### src/hw/rtl/mtsl_pkg.sv
// Shared types, codes and defaults for the two-way sorted merge block.
`timescale 1ns / 1ps

package mtsl_pkg;

  localparam int DEF_LIST_DEPTH  = 16;
  localparam int DEF_VALUE_WIDTH = 32;
  localparam int VALUE_BITS      = 32;  // width of the value fields on the ports
  localparam int QUEUE_DEPTH     = 4;   // command queue, power of two

  localparam logic [1:0] CMD_APPEND_FIRST  = 2'd0;
  localparam logic [1:0] CMD_APPEND_SECOND = 2'd1;
  localparam logic [1:0] CMD_MERGE         = 2'd2;

  typedef enum logic [1:0] {
    OP_PUSH_FIRST,
    OP_PUSH_SECOND,
    OP_MERGE
  } op_kind_t;

  typedef struct packed {
    logic [1:0]                   cmd;
    logic signed [VALUE_BITS-1:0] value;
  } item_t;

  typedef struct packed {
    logic signed [VALUE_BITS-1:0] merged_value;
    logic                         last;
    logic                         dropped;
  } result_t;

  typedef struct packed {
    logic                  valid;
    op_kind_t              kind;
    logic [VALUE_BITS-1:0] value;
  } queue_head_t;

endpackage

### src/hw/rtl/mtsl_ram.sv
// Generic single-write, single-read RAM with registered read data.
`timescale 1ns / 1ps

module mtsl_ram #(
  parameter int WIDTH = 32,
  parameter int DEPTH = 16
) (
  input  logic                                  clk,
  input  logic                                  we,
  input  logic [((DEPTH > 1) ? $clog2(DEPTH) : 1)-1:0] waddr,
  input  logic [WIDTH-1:0]                      wdata,
  input  logic [((DEPTH > 1) ? $clog2(DEPTH) : 1)-1:0] raddr,
  output logic [WIDTH-1:0]                      rdata
);

  logic [WIDTH-1:0] mem [DEPTH];

  always_ff @(posedge clk) begin
    if (we) begin
      mem[waddr] <= wdata;
    end
    rdata <= mem[raddr];
  end

endmodule

### src/hw/rtl/mtsl_front.sv
// Front end: takes command beats, classifies them and queues them for the back end.
`timescale 1ns / 1ps

module mtsl_front (
  input  logic                clk,
  input  logic                rst,
  input  logic                start,
  input  mtsl_pkg::item_t     item,
  output logic                busy,
  output mtsl_pkg::queue_head_t head,
  input  logic                pop
);
  import mtsl_pkg::*;

  localparam int PW = $clog2(QUEUE_DEPTH);

  logic [PW-1:0]         wr_ptr;
  logic [PW-1:0]         rd_ptr;
  logic [PW:0]           fill;
  logic [PW:0]           fill_next;
  op_kind_t              kind_q  [QUEUE_DEPTH];
  logic [VALUE_BITS-1:0] value_q [QUEUE_DEPTH];

  logic     push;
  logic     enq;
  op_kind_t kind;

  // Unused command code is accepted and discarded here.
  always_comb begin
    push = 1'b0;
    kind = OP_MERGE;
    case (item.cmd)
      CMD_APPEND_FIRST: begin
        push = 1'b1;
        kind = OP_PUSH_FIRST;
      end
      CMD_APPEND_SECOND: begin
        push = 1'b1;
        kind = OP_PUSH_SECOND;
      end
      CMD_MERGE: begin
        push = 1'b1;
        kind = OP_MERGE;
      end
      default: begin
        push = 1'b0;
        kind = OP_MERGE;
      end
    endcase
  end

  assign busy = (fill == (PW + 1)'(QUEUE_DEPTH));
  assign enq  = start && !busy && push;

  always_comb begin
    case ({enq, pop})
      2'b10:   fill_next = fill + 1'b1;
      2'b01:   fill_next = fill - 1'b1;
      default: fill_next = fill;
    endcase
  end

  always_ff @(posedge clk) begin
    if (rst) begin
      wr_ptr <= '0;
      rd_ptr <= '0;
      fill   <= '0;
    end else begin
      if (enq) begin
        wr_ptr <= wr_ptr + 1'b1;
      end
      if (pop) begin
        rd_ptr <= rd_ptr + 1'b1;
      end
      fill <= fill_next;
    end
  end

  always_ff @(posedge clk) begin
    if (enq) begin
      kind_q[wr_ptr]  <= kind;
      value_q[wr_ptr] <= item.value;
    end
  end

  assign head.valid = (fill != '0);
  assign head.kind  = kind_q[rd_ptr];
  assign head.value = value_q[rd_ptr];

endmodule

### src/hw/rtl/mtsl_back.sv
// Back end: appends into the two stores and runs the merge, with a store read between two results.
`timescale 1ns / 1ps

module mtsl_back #(
  parameter int LIST_DEPTH  = mtsl_pkg::DEF_LIST_DEPTH,
  parameter int VALUE_WIDTH = mtsl_pkg::DEF_VALUE_WIDTH
) (
  input  logic                  clk,
  input  logic                  rst,
  input  mtsl_pkg::queue_head_t head,
  output logic                  pop,
  output logic                  strobe,
  output mtsl_pkg::result_t     result
);
  import mtsl_pkg::*;

  localparam int AW = (LIST_DEPTH > 1) ? $clog2(LIST_DEPTH) : 1;
  localparam int CW = $clog2(LIST_DEPTH + 1);
  localparam int RW = $clog2(2 * LIST_DEPTH + 1);

  typedef enum logic [1:0] {
    ST_IDLE,
    ST_LOAD,
    ST_EMIT
  } state_t;

  state_t          state;
  logic [CW-1:0]   cnt_a;
  logic [CW-1:0]   cnt_b;
  logic [CW-1:0]   idx_a;
  logic [CW-1:0]   idx_b;
  logic [RW-1:0]   remain;
  logic            drop_flag;

  logic                      we_a;
  logic                      we_b;
  logic [VALUE_WIDTH-1:0]    wdata;
  logic [VALUE_WIDTH-1:0]    rdata_a;
  logic [VALUE_WIDTH-1:0]    rdata_b;
  logic [VALUE_WIDTH+VALUE_BITS-1:0] in_wide;
  logic [VALUE_WIDTH+VALUE_BITS-1:0] out_wide;
  logic [RW-1:0]             total;
  logic                      full_a;
  logic                      full_b;
  logic                      valid_a;
  logic                      valid_b;
  logic                      take_a;
  logic [VALUE_WIDTH-1:0]    pick;

  assign pop    = (state == ST_IDLE) && head.valid;
  assign full_a = (cnt_a == CW'(LIST_DEPTH));
  assign full_b = (cnt_b == CW'(LIST_DEPTH));
  assign we_a   = pop && (head.kind == OP_PUSH_FIRST) && !full_a;
  assign we_b   = pop && (head.kind == OP_PUSH_SECOND) && !full_b;

  // Resize the port value to the store width (truncate or zero-extend).
  assign in_wide = {{VALUE_WIDTH{1'b0}}, head.value};
  assign wdata   = in_wide[VALUE_WIDTH-1:0];

  assign total = RW'(cnt_a) + RW'(cnt_b);

  // Tie goes to the first store.
  assign valid_a = (idx_a < cnt_a);
  assign valid_b = (idx_b < cnt_b);
  assign take_a  = valid_a && (!valid_b || ($signed(rdata_a) <= $signed(rdata_b)));
  assign pick    = take_a ? rdata_a : rdata_b;
  assign out_wide = {{VALUE_BITS{1'b0}}, pick};

  mtsl_ram #(
    .WIDTH (VALUE_WIDTH),
    .DEPTH (LIST_DEPTH)
  ) u_store_a (
    .clk   (clk),
    .we    (we_a),
    .waddr (cnt_a[AW-1:0]),
    .wdata (wdata),
    .raddr (idx_a[AW-1:0]),
    .rdata (rdata_a)
  );

  mtsl_ram #(
    .WIDTH (VALUE_WIDTH),
    .DEPTH (LIST_DEPTH)
  ) u_store_b (
    .clk   (clk),
    .we    (we_b),
    .waddr (cnt_b[AW-1:0]),
    .wdata (wdata),
    .raddr (idx_b[AW-1:0]),
    .rdata (rdata_b)
  );

  always_ff @(posedge clk) begin
    if (rst) begin
      state     <= ST_IDLE;
      cnt_a     <= '0;
      cnt_b     <= '0;
      idx_a     <= '0;
      idx_b     <= '0;
      remain    <= '0;
      drop_flag <= 1'b0;
      strobe    <= 1'b0;
    end else begin
      strobe <= 1'b0;
      case (state)
        ST_IDLE: begin
          if (pop) begin
            case (head.kind)
              OP_PUSH_FIRST: begin
                if (full_a) begin
                  drop_flag <= 1'b1;
                end else begin
                  cnt_a <= cnt_a + 1'b1;
                end
              end
              OP_PUSH_SECOND: begin
                if (full_b) begin
                  drop_flag <= 1'b1;
                end else begin
                  cnt_b <= cnt_b + 1'b1;
                end
              end
              OP_MERGE: begin
                idx_a  <= '0;
                idx_b  <= '0;
                remain <= total;
                if (total == '0) begin
                  drop_flag <= 1'b0;
                end else begin
                  state <= ST_LOAD;
                end
              end
              default: begin
                state <= ST_IDLE;
              end
            endcase
          end
        end
        ST_LOAD: begin
          state <= ST_EMIT;
        end
        ST_EMIT: begin
          strobe              <= 1'b1;
          result.merged_value <= out_wide[VALUE_BITS-1:0];
          result.last         <= (remain == RW'(1));
          result.dropped      <= drop_flag;
          remain              <= remain - 1'b1;
          if (take_a) begin
            idx_a <= idx_a + 1'b1;
          end else begin
            idx_b <= idx_b + 1'b1;
          end
          if (remain == RW'(1)) begin
            cnt_a     <= '0;
            cnt_b     <= '0;
            drop_flag <= 1'b0;
            state     <= ST_IDLE;
          end else begin
            state <= ST_LOAD;
          end
        end
        default: begin
          state <= ST_IDLE;
        end
      endcase
    end
  end

endmodule

### src/hw/rtl/merge_two_sorted_lists.sv
// Top level of the two-way merge of two sorted sequences.
`timescale 1ns / 1ps

// Channel   Handshake          Payload                           Direction
// command   start / busy       item   (cmd, value)               in
// result    strobe, no stall   result (merged_value, last,       out
//                                      dropped)
//
// An append beat is handled in the back end's idle state; a merge leaves that
// state and then takes a store read, then a compare and emit, per emitted
// value, because the read of the two store RAMs is registered.
// Reset (rst, synchronous) empties the command queue and both stores and
// clears the drop flag; store contents are not cleared.
// busy is high only while the command queue is full; command beats keep
// landing in the queue during a merge. Results cannot be stalled.

module merge_two_sorted_lists #(
  parameter int LIST_DEPTH  = mtsl_pkg::DEF_LIST_DEPTH,
  parameter int VALUE_WIDTH = mtsl_pkg::DEF_VALUE_WIDTH
) (
  input  logic              clk,
  input  logic              rst,
  input  logic              start,
  input  mtsl_pkg::item_t   item,
  output logic              busy,
  output logic              strobe,
  output mtsl_pkg::result_t result
);
  import mtsl_pkg::*;

  queue_head_t head;
  logic        pop;

  // Front: accepts beats, drops the unused code, queues the rest.
  mtsl_front u_front (
    .clk   (clk),
    .rst   (rst),
    .start (start),
    .item  (item),
    .busy  (busy),
    .head  (head),
    .pop   (pop)
  );

  // Back: owns the stores, counts and drop flag; runs the merge.
  mtsl_back #(
    .LIST_DEPTH  (LIST_DEPTH),
    .VALUE_WIDTH (VALUE_WIDTH)
  ) u_back (
    .clk    (clk),
    .rst    (rst),
    .head   (head),
    .pop    (pop),
    .strobe (strobe),
    .result (result)
  );

`ifndef NO_ASSERTIONS
  // Back end needs a store read between two results.
  a_gap: assert property (@(posedge clk) disable iff (rst) strobe |=> !strobe)
    else $error("results on consecutive cycles");

  // Within a run the next result follows after a single store read state.
  a_cadence: assert property (@(posedge clk) disable iff (rst)
    (strobe && !result.last) |-> ##2 strobe)
    else $error("merge run broke its cadence");

  // The drop flag is constant over one run.
  a_drop_steady: assert property (@(posedge clk) disable iff (rst)
    (strobe && !result.last) |-> ##2 (result.dropped == $past(result.dropped, 2)))
    else $error("dropped changed within a run");

  // After reset the queue is empty and nothing is emitted.
  a_reset: assert property (@(posedge clk) rst |=> (!busy && !strobe))
    else $error("busy or strobe after reset");
`endif

endmodule

### config.mk
export PLATFORM = sky130hd
export DESIGN_NAME = merge_two_sorted_lists
export DESIGN_NICKNAME = d
export VERILOG_FILES = /design/src/hw/rtl/mtsl_pkg.sv /design/src/hw/rtl/mtsl_ram.sv /design/src/hw/rtl/mtsl_front.sv /design/src/hw/rtl/mtsl_back.sv /design/src/hw/rtl/merge_two_sorted_lists.sv
export SDC_FILE = /design/constraint.sdc
export NUM_CORES = 1
export LEC_CHECK = 0
export BUFFER_PORTS_ARGS = -buffer_cell sky130_fd_sc_hd__buf_2
export CAP_MARGIN = 25
export CORE_UTILIZATION = 31
export DETAILED_ROUTE_END_ITERATION = 16
export PLACE_DENSITY_LB_ADDON = 0.15
export SKIP_LAST_GASP = 1
export SLEW_MARGIN = 20
export SYNTH_ARGS = -nofsm -noshare
export SYNTH_HDL_FRONTEND = slang
export SYNTH_SLANG_ARGS = --single-unit
### constraint.sdc
create_clock -name clk -period 6.6 [get_ports clk]
set_clock_uncertainty 0.1 [all_clocks]
set_input_delay 1.32 -clock clk [delete_from_list [all_inputs] [get_ports clk]]
set_output_delay 1.32 -clock clk [all_outputs]
set_load 0.1 [all_outputs]
-- Word level (Yosys, flattened, before mapping)
Memory sizes are Yosys's and may differ from the RTL's. A register that Yosys moved wholly into a read port is not among the register bits.
Cells that the tools add are included.
- $add $sub $neg: 10
- order comparisons: 3
- equality and inequality tests: 27
- mux-type cells: 45
- bitwise logic cells: 1
- reductions and logical operators: 30
- operators by type and width (cell ; count):
    2-to-1 mux 5 bit ; 11
    one-hot mux 5 bit (2 select lines) ; 4
    <= comparator 32 bit ; 1
    2-to-1 mux 32 bit ; 1
    adder 5 x 1 -> 5 bit, second input constant ; 4
    2-to-1 mux 1 bit ; 14
    != test 2 bit, second input constant ; 7
    2-to-1 mux 2 bit ; 6
    2-to-1 mux 6 bit ; 2
    one-hot mux 6 bit (2 select lines) ; 1
    == test 5 bit, second input constant ; 2
    less-than comparator 5 bit ; 2
    AND reduction 5 bit ; 2
    == test 2 x 1 -> 1 bit, second input constant ; 4
    == test 2 bit, second input constant ; 4
    logical AND 1 bit ; 8
    one-hot mux 2 bit (2 select lines) ; 2
    AND reduction 4 bit ; 2
    AND reduction 7 bit ; 1
    adder 5 x 5 -> 6 bit ; 1
    == test 6 x 1 -> 1 bit, second input constant ; 1
    logical NOT 2 bit ; 3
    logical NOT 6 bit ; 1
    != test 2 x 1 -> 1 bit, second input constant ; 3
    21 further kinds ; 29
- register bits after elaboration: 71
- bits in writable memories: 1160
- input port bits: 37
- output and inout port bits: 36
- word-level logic and storage cells: 134
- memories kept: 4
- memory list (name ; words ; bits a word ; rd ports ; clocked after Yosys merged registers in ; wr ports ; line ; RTL):
    u_back.u_store_a.mem ; 16 ; 32 ; 1 ; 1 ; 1 ; mtsl_ram.sv:16 ; logic [WIDTH-1:0] mem [DEPTH];
    u_back.u_store_b.mem ; 16 ; 32 ; 1 ; 1 ; 1 ; mtsl_ram.sv:16 ;
    u_front.value_q ; 4 ; 32 ; 1 ; 1 ; 1 ; mtsl_front.sv:22 ; logic [VALUE_BITS-1:0] value_q [QUEUE_DEPTH];
    u_front.kind_q ; 4 ; 2 ; 1 ; 1 ; 1 ; mtsl_front.sv:21 ; op_kind_t kind_q [QUEUE_DEPTH];

-- Depth between registers and ports, before layout
- depth after elaboration: 6
- gate-level depth with buffers: 13
- gate-level depth less buffers: 11

-- By module
Synthesis repeated with hierarchy kept, for this count alone.
- cell total of the unflattened synthesis: 2361
- area total of the unflattened synthesis: 49233.5 µm²
- by module, submodules not included (module ; instances ; cells an instance ; area each (µm²) ; seq. area each (µm²)):
    mtsl_ram ; 2 ; 838 ; 19835.3 ; 16015.4
    mtsl_front ; 1 ; 231 ; 5445.2 ; 4264.1
    mtsl_back ; 1 ; 454 ; 4117.7 ; 1621.6

-- Worst setup path before layout
Ideal clock, no wire load.
- kind: flip-flop to flip-flop
- start point: reg (tool-made name)
- end point: mem u_back.u_store_a.mem[0][0], enable pin
- library setup time: 461 ps
- data arrival time: 4258 ps
- data required time: 6039 ps
- slack: 1781 ps
- cell stages (with the launch flop): 9
- path buffers: 1
- clock period less this slack: 4819 ps
- cell sequence: dfxtp_1 clkbuf_1 mux4_2 inv_1 ha_1 nand2_1 nor3_1 nand2_1 nor3_1
- RTL lines (what ; line):
    end: declaration ; mtsl_ram.sv:16

==> results.py <==
metrics = {
    "floorplanning": {
        "die-area_um2": 161000,
        "die_w_um": 401,
        "die_h_um": 401,
        "pin_count": 73,
        "rows": 145,
        "floorplan.initialDensity": 0.314,
        "core_um2": 157000,
    },
    "critical_path": {
        "path_class": "register to register",
        "critPathBufInv": 3,
        "reg2reg_depth": 9,
        "r2r_end": "u_back.u_store_a.mem[4][1]",
        "critPathMaxFanout": 34,
        "path_cells": "buf_4 -> mux4_2 -> inv_1 -> ha_1 -> nand2_1 -> nor3_1 -> nand2_1 -> nor2_4 -> buf_4",
        "critPathRequiredTime_ns": 6.93,
        "slowest_delay_ns": 0.80,
        "end_kind": "register",
        "r2r_slack_ns": 2.18,
        "arrival_ns": 4.76,
        "cp-start-kind": "register",
        "critPathTopFamily": "simple AND/OR/NAND/NOR gates",
        "critPathSlowestCell": "nor3_1",
    },
    "clocking": {
        "cts.sinks": 1297,
        "cts_root_buf": "clkbuf_16",
        "cts_tree": "done",
        "postCtsSetupBuffers": 0,
        "insertion_delay_ns": 0.77,
        "cts_hold_buf": 0,
        "cts-resized-gates": 0,
        "clk_pin_slew_ns": 0.06,
        "clockBufferDepth": 3,
        "h-tree-depth": 4,
        "cts_buffers": 145,
    },
    "drt": {
        "drt_first_iter_violations": 1839,
        "vias_per_cell": 4.93,
        "first_pass_iters": 5,
        "drc": 0,
        "dr_total_vias": 22601,
        "wirelength_mm": 123,
        "antenna_left": 0,
        "route.detailed.wl_per_inst_um": 26.9,
    },
    "sta": {
        "totalNegativeSetupSlack_ns": 0,
        "hold_slack_ns": 0.363,
        "hold_violations": 0,
        "slew_headroom": 0.304,
        "fin_ws_ns": 2.18,
        "finalSetupViolations": 0,
        "timing.fmax_mhz": 226,
        "period_needed_ns": 4.42,
        "worstMarginPinSlew_ns": 1.04,
        "min_period_over_period": 0.670,
        "slew_viol_final": 0,
        "rsz0062_at_grt": "no",
    },
    "pwr": {
        "combPwrFrac": 0.140,
        "max-vdd-ir-drop_mv": 0.257,
        "p_switching_mw": 5.76,
        "pwr-share-clk": 0.365,
        "swShare": 0.271,
        "p_int_mw": 15.5,
        "leakagePower_nw": 17.6,
        "p_per_area_nw_per_um2": 372,
        "pwr-share-seq": 0.495,
    },
    "final_layout": {
        "syn_to_final_growth_pct": 16.0,
        "nets": 2505,
        "drive_gt1_frac": 0.296,
        "layout_commonest_cell": "edfxtp_1",
        "final_cell_mix": "edfxtp_1 (1194), mux4_2 (354), clkbuf_16 (145)",
        "layout.cells.non_filler": 4585,
        "fin_util": 0.364,
    },
    "hold_path": {
        "hold_depth": 0,
        "min_path_type": "register to register",
        "hold_path_end": "u_back.result[0]",
        "min_from": "u_back.drop_flag",
    },
    "synthesis": {
        "synth_edf_count": 1194,
        "synth.avg_cell_area_um2": 22.1,
        "synthArstFlopShare": 0,
        "yosysWarnings": 0,
        "ys_seq_area_frac": 0.770,
        "synthCells": 2227,
        "ys.flop_type": "edfxtp_1",
        "ys_ff_latch": 1297,
        "synth_nets": 2331,
        "syn-cell-area_um2": 49300,
        "netlist-cell-type-count": 60,
    },
    "grt": {
        "grt_overflow": 0,
        "grt_max_degree": 97,
        "grt_use_total": 0.155,
        "grt_pass1_vias": 24011,
        "antenna_found_initial": 5,
        "grt_pass1_wl_mm": 177,
    },
    "placement": {
        "globalplace.congestion": 0.789,
        "io_buffers": 72,
        "dp_hpwl_mm": 75.0,
        "place_ws_ns": 2.12,
        "dp_cells": 4310,
    },
    "status": {
        "status": "complete, no violations",
    },
    "run": {
        "drv_cap": 0,
    },
}
-- routing by layer --
| layer | share of wire | wire (um) | track usage |
|---|---|---|---|
| met5 | 0 | 0 | 0 |
| met4 | 0.018 | 2270 | 0.0395 |
| met3 | 0.048 | 5970 | 0.0286 |
| met2 | 0.48 | 59000 | 0.247 |
| met1 | 0.46 | 56100 | 0.218 |
-- synth_stat cells, drive strengths merged (8+ instances only) --
cell | instances | area, um2
o21ai | 52 | 260
inv | 60 | 225
nand2 | 78 | 293
nor2 | 57 | 221
edfxtp | 1194 | 35900
nor3 | 16 | 85.1
a21oi | 26 | 130
a21o | 9 | 67.6
ha | 65 | 813
dfxtp | 103 | 2060
xnor2 | 8 | 70.1
clkbuf | 56 | 210
nand4 | 9 | 62.6
buf | 46 | 201
nand3 | 11 | 55.1
mux4 | 354 | 7970
-- worst max path at each step --
| stage | cells past startpoint | from | slack (ns) | end |
|---|---|---|---|---|
| final | 9 | register | 2.18 | u_back.u_store_a.mem[4][1] |
| after global routing | 9 | register | 1.95 | u_back.u_store_a.mem[4][9] |
| after CTS | 9 | register | 2.12 | u_back.u_store_a.mem[4][1] |
| after detailed placement | 9 | register | 2.12 | u_back.u_store_a.mem[4][10] |
| after global placement | 9 | register | 2.12 | u_back.u_store_a.mem[6][6] |
| after floorplan | 8 | register | 1.78 | u_back.u_store_a.mem[0][0] |
-- metrics by stage --
step                area, um2  power [mW]
floorplan               49300        12.2
global placement        52500        13.7
detailed placement      52500        13.8
CTS                     57100        21.6
global route            57100        22.1
finish                  57100        21.3
-- cell type report --
type | instances | area [um2]
clock inverters | 81 | 747
clock buffers | 188 | 3840
inverters | 61 | 229
multi-input cells | 767 | 10900
well taps | 2058 | 2570
fillers | 14246 | 99800
diodes | 4 | 10.0
flip-flops and latches | 1297 | 37900
repair buffers | 129 | 851
-- cells by family after synthesis --
group / count (synthesis) / synth area share
muxes: 357 / 0.163
xor gates and xnor gates: 13 / 0.00231
DFF: 1297 / 0.770
and+or+nand+nor: 207 / 0.0197
AOI/OAI and AO/OA: 123 / 0.0155
buffers and inverters: 163 / 0.0130
adders and majority gates: 67 / 0.0173
-- worst reg2reg max path, delay by kind of cell (launching register included) --
kind                     cells  cell delay [ns]
adder cells (fa/ha/maj)      1             0.22
buffers and inverters        3             1.01
flip-flops                   1             0.31
multiplexers                 1             0.43
AND/OR/NAND/NOR              4             2.04
-- sequential cells by signal, summed over array words and instances (netlist names), named ones only --
| signal | cells |
|---|---|
| u_back.u_store_b.rdata | 32 |
| u_back.u_store_a.rdata | 32 |
| u_front.kind_q | 8 |
| u_back.idx_a | 5 |
| u_front.rd_ptr | 2 |
| u_back.strobe | 1 |
| u_back.u_store_a.mem | 512 |
| u_back.drop_flag | 1 |
| u_back.state | 2 |
| u_back.cnt_b | 5 |
| u_front.fill | 3 |
| u_back.cnt_a | 5 |
| u_back.remain | 6 |
| u_back.result | 34 |
| u_back.idx_b | 5 |
| u_front.value_q | 128 |
| u_front.wr_ptr | 2 |
| u_back.u_store_b.mem | 512 |
-- power groups by stage --
stage | Sequential [mW] | Clock (mW) | Combinational, mW
after floorplan | 10.6 | 0 | 1.63
after global routing | 10.6 | 8.27 | 3.29
after global placement | 10.7 | 0 | 3.01
after detailed placement | 10.7 | 0 | 3.11
after CTS | 10.5 | 7.99 | 3.11
final | 10.5 | 7.75 | 2.99
No activity file was read; power rests on OpenSTA's default activity.
